$ cat config.mk
export PLATFORM = sky130hd
export DESIGN_NAME = sidechain_soft_knee_compressor
export DESIGN_NICKNAME = d
export VERILOG_FILES = /design/src/hw/rtl/sskc_pkg.sv /design/src/hw/rtl/sskc_mul.sv /design/src/hw/rtl/sidechain_soft_knee_compressor.sv
export SDC_FILE = /design/constraint.sdc
export NUM_CORES = 2
export LEC_CHECK = 0
export BUFFER_PORTS_ARGS = -buffer_cell sky130_fd_sc_hd__buf_2
export CAP_MARGIN = 40
export CORE_MARGIN = 1
export CORE_UTILIZATION = 45
export CTS_BUF_LIST = sky130_fd_sc_hd__clkbuf_16
export CTS_CLUSTER_DIAMETER = 80
export DETAILED_ROUTE_END_ITERATION = 10
export PLACE_DENSITY = 0.71
export SYNTH_ARGS = -nofsm -noshare
export SYNTH_HDL_FRONTEND = slang
export SYNTH_SLANG_ARGS = --single-unit
export TNS_END_PERCENT = 1
$ cat constraint.sdc
create_clock -name clk -period 30.1 [get_ports clk]
set_clock_uncertainty 0.15 [all_clocks]
set_input_delay 0 -clock clk [delete_from_list [all_inputs] [get_ports clk]]
set_output_delay 0 -clock clk [all_outputs]
set_load 0.005 [all_outputs]
$ cat src/hw/rtl/sskc_pkg.sv
// ----------------------------------------------------------------------------
// sskc_pkg: shared types and constants of the sidechain compressor
// Request payloads, register indexes, fixed-point constants and helpers.
// ----------------------------------------------------------------------------
`default_nettype none

package sskc_pkg;

	localparam int unsigned SAMPLE_BITS = 24;
	localparam int unsigned RED_BITS    = 15;
	localparam int unsigned CFG_ADDR_W  = 4;
	localparam int unsigned CFG_DATA_W  = 25;

	localparam int unsigned MUL_W  = 34;
	localparam int unsigned PROD_W = 2 * MUL_W;

	localparam logic [CFG_ADDR_W-1:0] REG_THRESHOLD = 4'd0;
	localparam logic [CFG_ADDR_W-1:0] REG_KNEE      = 4'd1;
	localparam logic [CFG_ADDR_W-1:0] REG_SLOPE     = 4'd2;
	localparam logic [CFG_ADDR_W-1:0] REG_ATTACK    = 4'd3;
	localparam logic [CFG_ADDR_W-1:0] REG_RELEASE   = 4'd4;
	localparam logic [CFG_ADDR_W-1:0] REG_WET       = 4'd5;
	localparam logic [CFG_ADDR_W-1:0] REG_BP_B0     = 4'd6;
	localparam logic [CFG_ADDR_W-1:0] REG_BP_A1     = 4'd7;

	localparam logic [21:0] DB_PER_LOG2 = 22'd394566;
	localparam logic [21:0] LOG2_PER_DB = 22'd2786635;
	localparam int          DB_FLOOR    = -25600;
	localparam int          RED_MAX     = 25600;
	localparam int          LEVEL_MAX   = 8388607;

	typedef struct packed {
		logic signed [SAMPLE_BITS-1:0] main_sample;
		logic signed [SAMPLE_BITS-1:0] sidechain_sample;
	} sample_t;

	typedef struct packed {
		logic signed [SAMPLE_BITS-1:0] out_sample;
		logic [RED_BITS-1:0]           reduction_db;
	} result_t;

	// round half up, then arithmetic shift
	function automatic logic signed [PROD_W-1:0] rshr(input logic signed [PROD_W-1:0] v,
		input int unsigned s);
		logic signed [PROD_W-1:0] half;
		half = $signed(PROD_W'(1) << (s - 1));
		return (v + half) >>> s;
	endfunction

	function automatic logic signed [PROD_W-1:0] sat_s(input logic signed [PROD_W-1:0] v,
		input int unsigned bits);
		logic signed [PROD_W-1:0] hi;
		logic signed [PROD_W-1:0] lo;
		hi = $signed((PROD_W'(1) << (bits - 1)) - PROD_W'(1));
		lo = ~hi;
		if (v > hi) begin
			return hi;
		end
		if (v < lo) begin
			return lo;
		end
		return v;
	endfunction

endpackage

`default_nettype wire

$ cat src/hw/rtl/sskc_mul.sv
// ----------------------------------------------------------------------------
// sskc_mul: shared signed multiplier
// One signed product per cycle, registered at the output.
// ----------------------------------------------------------------------------
`default_nettype none

module sskc_mul (
	input  wire logic                                 clk,
	input  wire logic signed [sskc_pkg::MUL_W-1:0]    a,
	input  wire logic signed [sskc_pkg::MUL_W-1:0]    b,
	output logic signed      [sskc_pkg::PROD_W-1:0]   p
);

	always_ff @(posedge clk) begin
		p <= a * b;
	end

endmodule

`default_nettype wire

$ cat src/hw/rtl/sidechain_soft_knee_compressor.sv
// ----------------------------------------------------------------------------
// sidechain_soft_knee_compressor: soft-knee compressor keyed by a sidechain
// Bandpass detector, peak envelope, dB knee curve, gain and dry/wet mix.
// ----------------------------------------------------------------------------
// Usage:
//  sample (valid/ready) carries one main and one sidechain sample per request.
//  result (valid/ready) returns the compressed sample and the gain reduction.
//  cfg (valid/ready) writes one register by index; cfg_ready is always high.
//  Write registers only while no request is in flight.
//  The next request is taken once the result is written and the sequencer
//  is back in idle. Most of the time goes to the 16 square roots of the
//  dB-to-gain step on the bit-serial root unit and to the log2 normalize
//  and squaring loop. All products go through one shared 34x34 multiplier.
//  sample_ready is high only between requests. The result sits in an output
//  register: a new request is taken while it waits. If the receiver still
//  stalls when the next result is done, the sequencer holds in its last step
//  until the register frees.
//  Reset clears filter states, envelope and registers to their defaults.
// ----------------------------------------------------------------------------
`default_nettype none

module sidechain_soft_knee_compressor (
	input  wire logic                                    clk,
	input  wire logic                                    arst_n,
	input  wire logic                                    sample_valid,
	output logic                                         sample_ready,
	input  wire sskc_pkg::sample_t                       sample,
	output logic                                         result_valid,
	input  wire logic                                    result_ready,
	output sskc_pkg::result_t                            result,
	input  wire logic                                    cfg_valid,
	output logic                                         cfg_ready,
	input  wire logic [sskc_pkg::CFG_ADDR_W-1:0]         cfg_addr,
	input  wire logic [sskc_pkg::CFG_DATA_W-1:0]         cfg_wdata
);

	localparam int unsigned SB = sskc_pkg::SAMPLE_BITS;
	localparam int unsigned PW = sskc_pkg::PROD_W;
	localparam int unsigned MW = sskc_pkg::MUL_W;
	localparam int unsigned SC_SHR = (SB > 24) ? SB - 24 : 0;
	localparam int unsigned SC_SHL = (SB < 24) ? 24 - SB : 0;

	typedef enum logic [28:0] {
		ST_IDLE    = 29'd1 << 0,
		ST_F_B0    = 29'd1 << 1,
		ST_F_Y     = 29'd1 << 2,
		ST_F_A1    = 29'd1 << 3,
		ST_F_A2    = 29'd1 << 4,
		ST_F_S2    = 29'd1 << 5,
		ST_E_MUL   = 29'd1 << 6,
		ST_E_UPD   = 29'd1 << 7,
		ST_L_NORM  = 29'd1 << 8,
		ST_L_SQ    = 29'd1 << 9,
		ST_L_FIX   = 29'd1 << 10,
		ST_L_DB    = 29'd1 << 11,
		ST_L_CLAMP = 29'd1 << 12,
		ST_K_DIFF  = 29'd1 << 13,
		ST_K_SEL   = 29'd1 << 14,
		ST_K_HARD  = 29'd1 << 15,
		ST_K_UU    = 29'd1 << 16,
		ST_K_US    = 29'd1 << 17,
		ST_K_NUM   = 29'd1 << 18,
		ST_K_DIV   = 29'd1 << 19,
		ST_G_MUL   = 29'd1 << 20,
		ST_G_L     = 29'd1 << 21,
		ST_R_INIT  = 29'd1 << 22,
		ST_R_STEP  = 29'd1 << 23,
		ST_G_SHIFT = 29'd1 << 24,
		ST_M_GW    = 29'd1 << 25,
		ST_M_G     = 29'd1 << 26,
		ST_M_X     = 29'd1 << 27,
		ST_M_OUT   = 29'd1 << 28
	} state_t;

	state_t state_q;

	// registers
	logic signed [15:0] thr_q;
	logic [12:0]        knee_q;
	logic [16:0]        slope_q;
	logic [24:0]        att_q;
	logic [24:0]        rel_q;
	logic [16:0]        wet_q;
	logic [23:0]        b0_q;
	logic signed [23:0] a1_q;

	// state
	logic signed [31:0] s1_q;
	logic signed [31:0] s2_q;
	logic [22:0]        env_q;

	// working registers
	logic signed [SB-1:0] x_q;
	logic signed [23:0]   sc_q;
	logic signed [23:0]   y_q;
	logic signed [47:0]   acc_q;
	logic signed [23:0]   ed_q;
	logic [24:0]          cf_q;
	logic [24:0]          m_q;
	logic [4:0]           exp_q;
	logic [15:0]          frac_q;
	logic [3:0]           cnt_q;
	logic signed [15:0]   db_q;
	logic signed [16:0]   diff_q;
	logic [13:0]          u_q;
	logic [12:0]          rem_q;
	logic [11:0]          qn_q;
	logic [14:0]          red_q;
	logic [20:0]          l_q;
	logic [24:0]          t_q;
	logic [48:0]          rv_q;
	logic [48:0]          rt_q;
	logic [4:0]           sb_q;
	logic [24:0]          g_q;
	logic signed [25:0]   gm_q;
	logic                 res_valid_q;
	sskc_pkg::result_t    res_q;

	// shared multiplier
	logic signed [MW-1:0] mul_a;
	logic signed [MW-1:0] mul_b;
	logic signed [PW-1:0] p_q;

	sskc_mul u_mul (
		.clk (clk),
		.a   (mul_a),
		.b   (mul_b),
		.p   (p_q)
	);

	// clamped register views
	logic [16:0]        slope_c;
	logic [16:0]        wet_c;
	logic [24:0]        att_c;
	logic [24:0]        rel_c;
	logic signed [25:0] a2;

	assign slope_c = (slope_q > 17'd65536) ? 17'd65536 : slope_q;
	assign wet_c   = (wet_q > 17'd65536) ? 17'd65536 : wet_q;
	assign att_c   = (att_q > 25'd16777216) ? 25'd16777216 : att_q;
	assign rel_c   = (rel_q > 25'd16777216) ? 25'd16777216 : rel_q;
	assign a2      = $signed(26'd16777216) - $signed({1'b0, b0_q, 1'b0});

	// datapath
	logic signed [31:0]   sc_ext;
	logic signed [23:0]   sc_conv;
	logic signed [23:0]   y_nxt;
	logic signed [31:0]   s1_nxt;
	logic signed [31:0]   s2_nxt;
	logic [23:0]          y_mag;
	logic [22:0]          lvl;
	logic signed [PW-1:0] env_sum;
	logic [22:0]          env_nxt;
	logic [24:0]          sq;
	logic signed [21:0]   lg;
	logic signed [PW-1:0] db_r;
	logic signed [15:0]   db_nxt;
	logic signed [18:0]   twod;
	logic signed [18:0]   kk;
	logic signed [PW-1:0] hard_r;
	logic [14:0]          hard_red;
	logic signed [PW-1:0] num;
	logic [13:0]          r2;
	logic                 div_ge;
	logic [12:0]          rem_nxt;
	logic [15:0]          lf;
	logic [48:0]          bitv;
	logic [49:0]          trial;
	logic                 rt_ge;
	logic [48:0]          rv_nxt;
	logic [48:0]          rt_nxt;
	logic [4:0]           gsh;
	logic [16:0]          dry;

	assign sc_ext  = 32'(sample.sidechain_sample);
	assign sc_conv = (SB > 24) ? 24'(sc_ext >>> SC_SHR) : 24'(sc_ext <<< SC_SHL);

	assign y_nxt  = 24'(sskc_pkg::sat_s(sskc_pkg::rshr(p_q, 24) + PW'(s1_q), 24));
	assign s1_nxt = 32'(sskc_pkg::sat_s(sskc_pkg::rshr(-p_q, 22) + PW'(s2_q), 32));
	assign s2_nxt = 32'(sskc_pkg::sat_s(sskc_pkg::rshr(-PW'(acc_q) - p_q, 24), 32));

	assign y_mag = y_q[23] ? 24'(-y_q) : 24'(y_q);
	assign lvl   = y_mag[23] ? 23'h7FFFFF : y_mag[22:0];

	always_comb begin
		env_sum = $signed(PW'({1'b0, env_q})) + sskc_pkg::rshr(p_q, 24);
		if (env_sum < 0) begin
			env_nxt = '0;
		end else if (env_sum > PW'(sskc_pkg::LEVEL_MAX)) begin
			env_nxt = 23'h7FFFFF;
		end else begin
			env_nxt = env_sum[22:0];
		end
	end

	assign sq = p_q[47:23];
	assign lg = $signed({6'(6'd0 - {1'b0, exp_q}), frac_q});

	always_comb begin
		db_r = sskc_pkg::rshr(p_q, 24);
		if (db_r < PW'(sskc_pkg::DB_FLOOR)) begin
			db_nxt = 16'(sskc_pkg::DB_FLOOR);
		end else if (db_r > 0) begin
			db_nxt = '0;
		end else begin
			db_nxt = db_r[15:0];
		end
	end

	assign twod = {{1{diff_q[16]}}, diff_q, 1'b0};
	assign kk   = $signed({6'd0, knee_q});

	always_comb begin
		hard_r = sskc_pkg::rshr(p_q, 16);
		if (hard_r < 0) begin
			hard_red = '0;
		end else if (hard_r > PW'(sskc_pkg::RED_MAX)) begin
			hard_red = 15'(sskc_pkg::RED_MAX);
		end else begin
			hard_red = hard_r[14:0];
		end
	end

	assign num     = (p_q + $signed(PW'({knee_q, 19'd0}))) >>> 20;
	assign r2      = {rem_q, qn_q[11]};
	assign div_ge  = r2 >= {1'b0, knee_q};
	assign rem_nxt = div_ge ? 13'(r2 - {1'b0, knee_q}) : r2[12:0];

	assign lf     = l_q[15:0];
	assign bitv   = 49'd1 << {sb_q, 1'b0};
	assign trial  = {1'b0, rt_q} + {1'b0, bitv};
	assign rt_ge  = {1'b0, rv_q} >= trial;
	assign rv_nxt = rt_ge ? 49'({1'b0, rv_q} - trial) : rv_q;
	assign rt_nxt = rt_ge ? (rt_q >> 1) + bitv : rt_q >> 1;

	assign gsh = l_q[20:16];
	assign dry = 17'(17'd65536 - wet_c);

	// multiplier operand select
	always_comb begin
		mul_a = '0;
		mul_b = '0;
		case (state_q)
			ST_F_B0: begin
				mul_a = $signed(MW'(b0_q));
				mul_b = MW'(sc_q);
			end
			ST_F_A1: begin
				mul_a = MW'(a1_q);
				mul_b = MW'(y_q);
			end
			ST_F_A2: begin
				mul_a = MW'(a2);
				mul_b = MW'(y_q);
			end
			ST_E_MUL: begin
				mul_a = $signed(MW'(cf_q));
				mul_b = MW'(ed_q);
			end
			ST_L_SQ: begin
				mul_a = $signed(MW'(m_q));
				mul_b = $signed(MW'(m_q));
			end
			ST_L_DB: begin
				mul_a = MW'(lg);
				mul_b = $signed(MW'(sskc_pkg::DB_PER_LOG2));
			end
			ST_K_SEL: begin
				mul_a = MW'(diff_q);
				mul_b = $signed(MW'(slope_c));
			end
			ST_K_UU: begin
				mul_a = $signed(MW'(u_q));
				mul_b = $signed(MW'(u_q));
			end
			ST_K_US: begin
				mul_a = $signed(MW'(p_q[27:0]));
				mul_b = $signed(MW'(slope_c));
			end
			ST_G_MUL: begin
				mul_a = $signed(MW'(red_q));
				mul_b = $signed(MW'(sskc_pkg::LOG2_PER_DB));
			end
			ST_M_GW: begin
				mul_a = $signed(MW'(g_q));
				mul_b = $signed(MW'(wet_c));
			end
			ST_M_X, ST_M_OUT: begin
				mul_a = MW'(x_q);
				mul_b = MW'(gm_q);
			end
			default: begin
				mul_a = '0;
				mul_b = '0;
			end
		endcase
	end

	// sequencer
	always_ff @(posedge clk or negedge arst_n) begin
		if (!arst_n) begin
			state_q     <= ST_IDLE;
			res_valid_q <= 1'b0;
			cnt_q       <= '0;
			env_q       <= '0;
			s1_q        <= '0;
			s2_q        <= '0;
			thr_q       <= -16'sd5120;
			knee_q      <= 13'd1536;
			slope_q     <= 17'd49152;
			att_q       <= 25'd167772;
			rel_q       <= 25'd16777;
			wet_q       <= 17'd65536;
			b0_q        <= 24'd431000;
			a1_q        <= -24'sd7620000;
		end else begin
			if (cfg_valid) begin
				case (cfg_addr)
					sskc_pkg::REG_THRESHOLD: thr_q   <= cfg_wdata[15:0];
					sskc_pkg::REG_KNEE:      knee_q  <= cfg_wdata[12:0];
					sskc_pkg::REG_SLOPE:     slope_q <= cfg_wdata[16:0];
					sskc_pkg::REG_ATTACK:    att_q   <= cfg_wdata[24:0];
					sskc_pkg::REG_RELEASE:   rel_q   <= cfg_wdata[24:0];
					sskc_pkg::REG_WET:       wet_q   <= cfg_wdata[16:0];
					sskc_pkg::REG_BP_B0:     b0_q    <= cfg_wdata[23:0];
					sskc_pkg::REG_BP_A1:     a1_q    <= cfg_wdata[23:0];
					default: ;
				endcase
			end

			if (res_valid_q && result_ready && state_q != ST_M_OUT) begin
				res_valid_q <= 1'b0;
			end

			case (state_q)
				ST_IDLE: begin
					if (sample_valid) begin
						x_q     <= sample.main_sample;
						sc_q    <= sc_conv;
						state_q <= ST_F_B0;
					end
				end
				ST_F_B0: state_q <= ST_F_Y;
				ST_F_Y: begin
					y_q     <= y_nxt;
					acc_q   <= p_q[47:0];
					state_q <= ST_F_A1;
				end
				ST_F_A1: state_q <= ST_F_A2;
				ST_F_A2: begin
					s1_q    <= s1_nxt;
					state_q <= ST_F_S2;
				end
				ST_F_S2: begin
					s2_q    <= s2_nxt;
					ed_q    <= $signed({1'b0, lvl}) - $signed({1'b0, env_q});
					cf_q    <= (lvl > env_q) ? att_c : rel_c;
					state_q <= ST_E_MUL;
				end
				ST_E_MUL: state_q <= ST_E_UPD;
				ST_E_UPD: begin
					env_q  <= env_nxt;
					m_q    <= 25'(env_nxt);
					exp_q  <= '0;
					frac_q <= '0;
					cnt_q  <= '0;
					if (env_nxt == '0) begin
						db_q    <= 16'(sskc_pkg::DB_FLOOR);
						state_q <= ST_K_DIFF;
					end else begin
						state_q <= ST_L_NORM;
					end
				end
				ST_L_NORM: begin
					if (m_q[23]) begin
						state_q <= ST_L_SQ;
					end else begin
						m_q   <= m_q << 1;
						exp_q <= exp_q + 5'd1;
					end
				end
				ST_L_SQ: state_q <= ST_L_FIX;
				ST_L_FIX: begin
					m_q    <= sq[24] ? sq >> 1 : sq;
					frac_q <= {frac_q[14:0], sq[24]};
					cnt_q  <= cnt_q + 4'd1;
					state_q <= (cnt_q == 4'd15) ? ST_L_DB : ST_L_SQ;
				end
				ST_L_DB: state_q <= ST_L_CLAMP;
				ST_L_CLAMP: begin
					db_q    <= db_nxt;
					state_q <= ST_K_DIFF;
				end
				ST_K_DIFF: begin
					diff_q  <= 17'(db_q) - 17'(thr_q);
					state_q <= ST_K_SEL;
				end
				ST_K_SEL: begin
					if (twod <= -kk) begin
						red_q   <= '0;
						state_q <= ST_G_MUL;
					end else if (twod >= kk) begin
						state_q <= ST_K_HARD;
					end else begin
						u_q     <= 14'(twod + kk);
						state_q <= ST_K_UU;
					end
				end
				ST_K_HARD: begin
					red_q   <= hard_red;
					state_q <= ST_G_MUL;
				end
				ST_K_UU: state_q <= ST_K_US;
				ST_K_US: state_q <= ST_K_NUM;
				ST_K_NUM: begin
					rem_q   <= num[24:12];
					qn_q    <= num[11:0];
					cnt_q   <= '0;
					state_q <= ST_K_DIV;
				end
				ST_K_DIV: begin
					rem_q <= rem_nxt;
					qn_q  <= {qn_q[10:0], div_ge};
					cnt_q <= cnt_q + 4'd1;
					if (cnt_q == 4'd11) begin
						red_q   <= 15'({qn_q[10:0], div_ge});
						state_q <= ST_G_MUL;
					end
				end
				ST_G_MUL: state_q <= ST_G_L;
				ST_G_L: begin
					l_q     <= 21'(sskc_pkg::rshr(p_q, 16));
					t_q     <= 25'd16777216;
					cnt_q   <= '0;
					state_q <= ST_R_INIT;
				end
				ST_R_INIT: begin
					rv_q    <= {t_q >> lf[cnt_q], 24'd0};
					rt_q    <= '0;
					sb_q    <= 5'd24;
					state_q <= ST_R_STEP;
				end
				ST_R_STEP: begin
					rv_q <= rv_nxt;
					rt_q <= rt_nxt;
					if (sb_q == '0) begin
						t_q     <= rt_nxt[24:0];
						cnt_q   <= cnt_q + 4'd1;
						state_q <= (cnt_q == 4'd15) ? ST_G_SHIFT : ST_R_INIT;
					end else begin
						sb_q <= sb_q - 5'd1;
					end
				end
				ST_G_SHIFT: begin
					g_q     <= (gsh > 5'd24) ? '0 : t_q >> gsh;
					state_q <= ST_M_GW;
				end
				ST_M_GW: state_q <= ST_M_G;
				ST_M_G: begin
					gm_q    <= 26'(sskc_pkg::rshr($signed(PW'({dry, 24'd0})) + p_q, 16));
					state_q <= ST_M_X;
				end
				ST_M_X: state_q <= ST_M_OUT;
				ST_M_OUT: begin
					if (!res_valid_q || result_ready) begin
						res_q.out_sample   <= SB'(sskc_pkg::sat_s(sskc_pkg::rshr(p_q, 24), SB));
						res_q.reduction_db <= red_q;
						res_valid_q        <= 1'b1;
						state_q            <= ST_IDLE;
					end
				end
				default: state_q <= ST_IDLE;
			endcase
		end
	end

	assign sample_ready = (state_q == ST_IDLE);
	assign result_valid = res_valid_q;
	assign result       = res_q;
	assign cfg_ready    = 1'b1;

endmodule

`default_nettype wire

# == After elaboration in Yosys (flattened, before gate mapping) ==
# Cells that the tools add are included.
# totals
register_bits,891
inputBits,82
output_inout_bits,42
elab_cells,286
# op_classes
addsub,28
multipliers,1
order_cmp,25
eq_ne,49
shift,3
n_mux,87
bitwise,2
reduce_logical,51
# ops
op,n
$pmux W29 S29,1
$pmux W34 S12,1
$pmux W34 S10,1
$mux W32,8
$mux W24,10
$pmux W49 S2,2
$mux W25,6
$mux W29,5
$add A68 B25 Y68 const B,2
$mux W49,2
$gt A45 B24 Y1 const B,2
$pmux W25 S3,1
$mux W23,3
$add A68 B17 Y68 const B,1
$add A68 B23 Y68 const B,1
$mul A34 B34 Y68,1
$neg A48 Y68,1
$neg A68 Y68,1
$sub A68 B68 Y68,1
$pmux W16 S2,2
$mux W15,4
$gt A52 B16 Y1 const B,1
$lt A52 B1 Y1 const B,1
$mux W17,3
108 further kinds,185

# == Longest topological paths before layout ==
# depth
word_depth,10
depth_mapped,46
mapped_depth_nobuf,44

# == By module ==
# From an unflattened synthesis, not the netlist that was laid out.
# hier_totals
hier_cells,11191
hier_area_um2,104679.1
# by_module_without_submodules
mod,instances,cells_each,area_per_inst_um2,seq_area_each_um2
sidechain_soft_knee_compressor,1,6560,61381.4,23329.9
sskc_mul,1,4631,43297.8,1361.3

# == Worst setup path before layout ==
# Ideal clock, no wire load.
# synth_path
path_kind,register -> register
from,reg state_q[24]
to,reg u_mul.p[66] in the netlist's numbering
t_arrival_ns,11.365
required_time_ns,29.878
setup_slack_ns,18.513
path_stages_with_launch,37
n_path_buf,4
period_less_slack_ns,11.587
cell_sequence,dfrtp_1 nor4_1 and2_1 nand2_1 or3_1 or3_1 or3b_1 clkbuf_1 inv_2 clkbuf_1 clkbuf_1 a31oi_1 clkbuf_1 or2_2 fa_1 fa_1 inv_1 fa_1 inv_1 fa_1 inv_1 fa_1 fa_1 fa_1 inv_1 fa_1 inv_1 ha_1 and3_1 a221oi_1 nor2b_1 or2_2 a2111o_1 and2_1 a31o_2 o41ai_1 xnor2_1
# synth_via
elab_chain_len,4
word_cells_on_any_way,19
cone_classes,mul: 1; eq/ne: 13; mux: 2; reduce/logical: 3
# synth_rtl
element,line_no,source
"start, declared",sidechain_soft_knee_compressor.sv:75,state_t state_q;
"start signal, assigned",sidechain_soft_knee_compressor.sv:387,state_q <= (cnt_q == 4'd15) ? ST_L_DB : ST_L_SQ;
$eq A29 B29 Y1 (tied with other cells),sidechain_soft_knee_compressor.sv:243,case (state_q)
$reduce_or A2 Y1 (on tied branches),--,
$pmux W34 S12 / $pmux W34 S10 (equally long branches),sidechain_soft_knee_compressor.sv:243,
$mul A34 B34 Y68 (*),sskc_mul.sv:15,p <= a * b;
"end signal, assigned",sskc_mul.sv:15,
"end, declared",sskc_mul.sv:11,output logic signed [sskc_pkg::PROD_W-1:0] p
# Mark *: on every way between the ends. The rest lies on a longest branch, timed or not.
# A chain may end at the register's enable or synchronous reset.

# == Worst setup path in the final report ==
# layout_path
from,reg state_q[24]
to,reg u_mul.p[62] in the netlist's numbering
# The elaborated chain is that of the path after synthesis.

==> impl_metrics.yaml <==
clock_tree:
  number_of_hold_buffers_added_after_cts: 146
  cts.reportedPaths.clkPinSlew_ps: 60
  clk-insertion-delay-late_ps: 820
  post_cts_resize_count: 0
  root_buffer: "sky130_fd_sc_hd__clkbuf_16"
  sinks_on_the_clock_net: 890
  cts_max_path_buffers: 3
  postCtsSetupBuffers: 0
  tritoncts: "yes"
  htree_levels: 3
  cts_inserted_buffers: 102
die:
  die_w_um: 465
  floorplan.core_area_um2: 213000
  ios: 124
  dieHeight_um: 465
  floorplan.initialDensity_pct: 45.4
  die_area_um2: 216000
  core_rows: 169
hold_path:
  timing.hold.worst.class: "in -> reg"
timing:
  fin_ws_ps: 16800
  maxClockFrequency_mhz: 75.2
  timing.final.crit_period_ps: 13300
  setup_tns_ps: 0
  setup_viol: 0
  grt_setup_unrepaired: "false"
  pin_slew_with_the_least_headroom_to_its_limit_ps: 1270
  post-route-period-util_pct: 44.2
  timing.max_slew.rel_slack_pct: 15.1
  maxSlewViolCount: 0
  hold_violation_count_in_the_final_report: 0
layout:
  final_common_cell: "sky130_fd_sc_hd__inv_1"
  fillers: 19400
  layout-drive-gt1-share_pct: 8.52
  area_growth_syn_to_layout_pct: 10.0
  finish.net_count: 12400
  layout.cells.most_common_list: "sky130_fd_sc_hd__inv_1 (1599), sky130_fd_sc_hd__fa_1 (1038), sky130_fd_sc_hd__nor2_1 (1037)"
worst_setup_path:
  worst-endpoint-arrival_ps: 13860
  critPathMaxStageDelay_ps: 780
  critical_path_fanouts_max: 29
  setup.worst_path.class: "reg -> reg"
  cp-start-kind: "flip-flop"
  critical_path.most_common_cell: "sky130_fd_sc_hd__fa_1"
  worst_setup_path_end_kind: "flip-flop"
  cpMaxStageDelayCell: "sky130_fd_sc_hd__or3b_1"
  crit_required_ps: 30660
route:
  firstDrtPassIters: 11
  detail_route.iter0.violations: 9583
  detail_route.vias_per_cell: 6.03
  dr_wl_met2_um: 153000
  routed-via-count: 81300
  drt.antenna.violating_nets: 0
  met3_length_um: 36400
  remaining_drc_errors: 69
  route.layer.met1.wl_um: 129000
  routed.top_layer: "met5"
  wirelength_um: 344000
  detail_route.wl_per_cell_um: 25.5
synthesis:
  yosysUniqueCellTypes: 107
  proportion_of_register_bits_with_asynchronous_set_or_reset_after_synthesis_pct: 31.7
  seq_area_frac_synth_pct: 25.6
  synth_edf_count: 540
  syn-mean-instance-area_um2: 9.28
  synthFlopType: "sky130_fd_sc_hd__edfxtp_1"
  synth_area_um2: 96400
  synth.ff_latch_count: 890
  syn-num-nets: 12200
  post_synthesis_instance_total: 10400
  yosysWarningCount: 0
place:
  globalplace.congestion: 1.04
  buffer_ports.inserted: 122
  detailedPlace.worstSlack_ps: 17010
  detailed_place_hpwl_um: 271000
status:
  failed_checks: "design-rule violations"
  run_status: "finished, violations left"
grt:
  number_of_global_route_vias_before_repair: 81500
  grt_start_max_net_pins: 59
  overflow: 0
  antenna_found_initial: 30
  grt_usage_pct: 31.4
  wire_length_of_the_first_global_routing_pass_um: 511000
run:
  drv_cap: 0
power:
  vdd_ir_drop_max_v: 0.000109
  leakage_component_of_the_power_nw: 48.1
  power_per_cell_area_nw_per_um2: 62.6
==> final cells by class <==
type	instances	area (µm²)	share of cell area, %
multi-input cells	7507	64600	60.9
inverters	1590	5970	5.63
repair buffers	468	3780	3.57
clock buffers	106	2650	2.50
flip-flops and latches	890	24700	23.3
diodes	16	40.0	0.0378
well taps	2821	3530	3.33
clock inverters	86	827	0.780
==> kinds of logic (layout without fill, tap and decap cells) <==
logic type / Yosys count / count (layout) / share of synthesized area, %
XOR/XNOR: 574 / 574 / 5.24
other: 1 / 17 / 0.00389
multiplexers: 228 / 228 / 2.80
flip-flops: 890 / 890 / 25.6
AO/OA/AOI/OAI: 1959 / 1959 / 13.1
AND/OR/NAND/NOR: 3013 / 3013 / 14.8
buffers and inverters: 1994 / 2250 / 7.85
adder cells (fa/ha/maj): 1732 / 1732 / 30.6
==> stage by stage <==
step | power, mW | util [%] | cells | hold WS (ps) | cell area [µm²]
detailed placement | 5.22 | 47.5 | 13100 | -182 | 101000
CTS | 6.55 | 49.9 | 13500 | 10.5 | 106000
global placement | 5.15 | 47.3 | 13100 | -184 | 101000
global route | 6.99 | 49.9 | 13500 | 65.2 | 106000
finish | 6.64 | 49.9 | 13500 | 74.2 | 106000
floorplan | 4.10 | - | 10400 | -446 | 96400
==> cell usage after synthesis (all sizes together) (78+ instances only) <==
library cell,n,area (µm²)
o21ai,499,2500
ha,694,8680
nand4,118,774
edfxtp,540,16200
a31oi,80,500
a21oi,510,2550
xor2,190,1660
nor2,1053,3980
nor4,98,668
a21o,192,1440
and2,78,488
nor3,141,748
clkbuf,338,1270
nand3,155,781
nand2b,138,863
and3,81,507
xnor2,384,3390
fa,1038,20800
inv,1583,5940
mux2,172,1940
nand2,827,3100
dfrtp,236,5910
==> per-layer routing <==
metal,vias to the layer above,global-route usage [%]
li1,35300,-
met1,40400,39.8
met2,4488,49.0
met3,1073,6.80
met4,14,19.2
met5,-,0
==> final timing paths <==
kind / startpoint / end / slack, ps / depth (start not counted)
max in group asynchronous: arst_n / a1_q[14] / 27540 / 6
worst max register to register: state_q[24] / u_mul.p[62] / 16800 / 36
worst max-delay path: state_q[24] / u_mul.p[62] / 16800 / 36
worst min-delay path: cfg_wdata[16] / slope_q[16] / 70 / 3
min in group asynchronous: arst_n / s2_q[8] / 250 / 4
worst min register to register: red_q[3] / result[3] / 260 / 0
==> sequential cells by signal (all words and copies together) (netlist names), 26 cells and up <==
name,flops
acc_q,48
gm_q,26
result,39
rt_q,49
rv_q,49
s1_q,32
s2_q,32
state_q,29
u_mul.p,68
==> power breakdown <==
part           internal (mW)  total [mW]  switching (mW)  leakage (nW)
Clock                  0.724        1.30           0.577          1.76
Sequential              1.48        1.64           0.159          9.06
Combinational           1.32        3.70            2.38          37.3
Total                   3.52        6.64            3.12          48.1
==> worst max-delay path, delay by kind of cell (launching register included) <==
| kind | cells | cell delay, ps |
|---|---|---|
| compound gates | 6 | 1690 |
| flops | 1 | 440 |
| fa+ha+maj | 9 | 4710 |
| simple gates | 14 | 4150 |
| buf+inv | 7 | 2000 |
(Power assumes the default switching activity.)
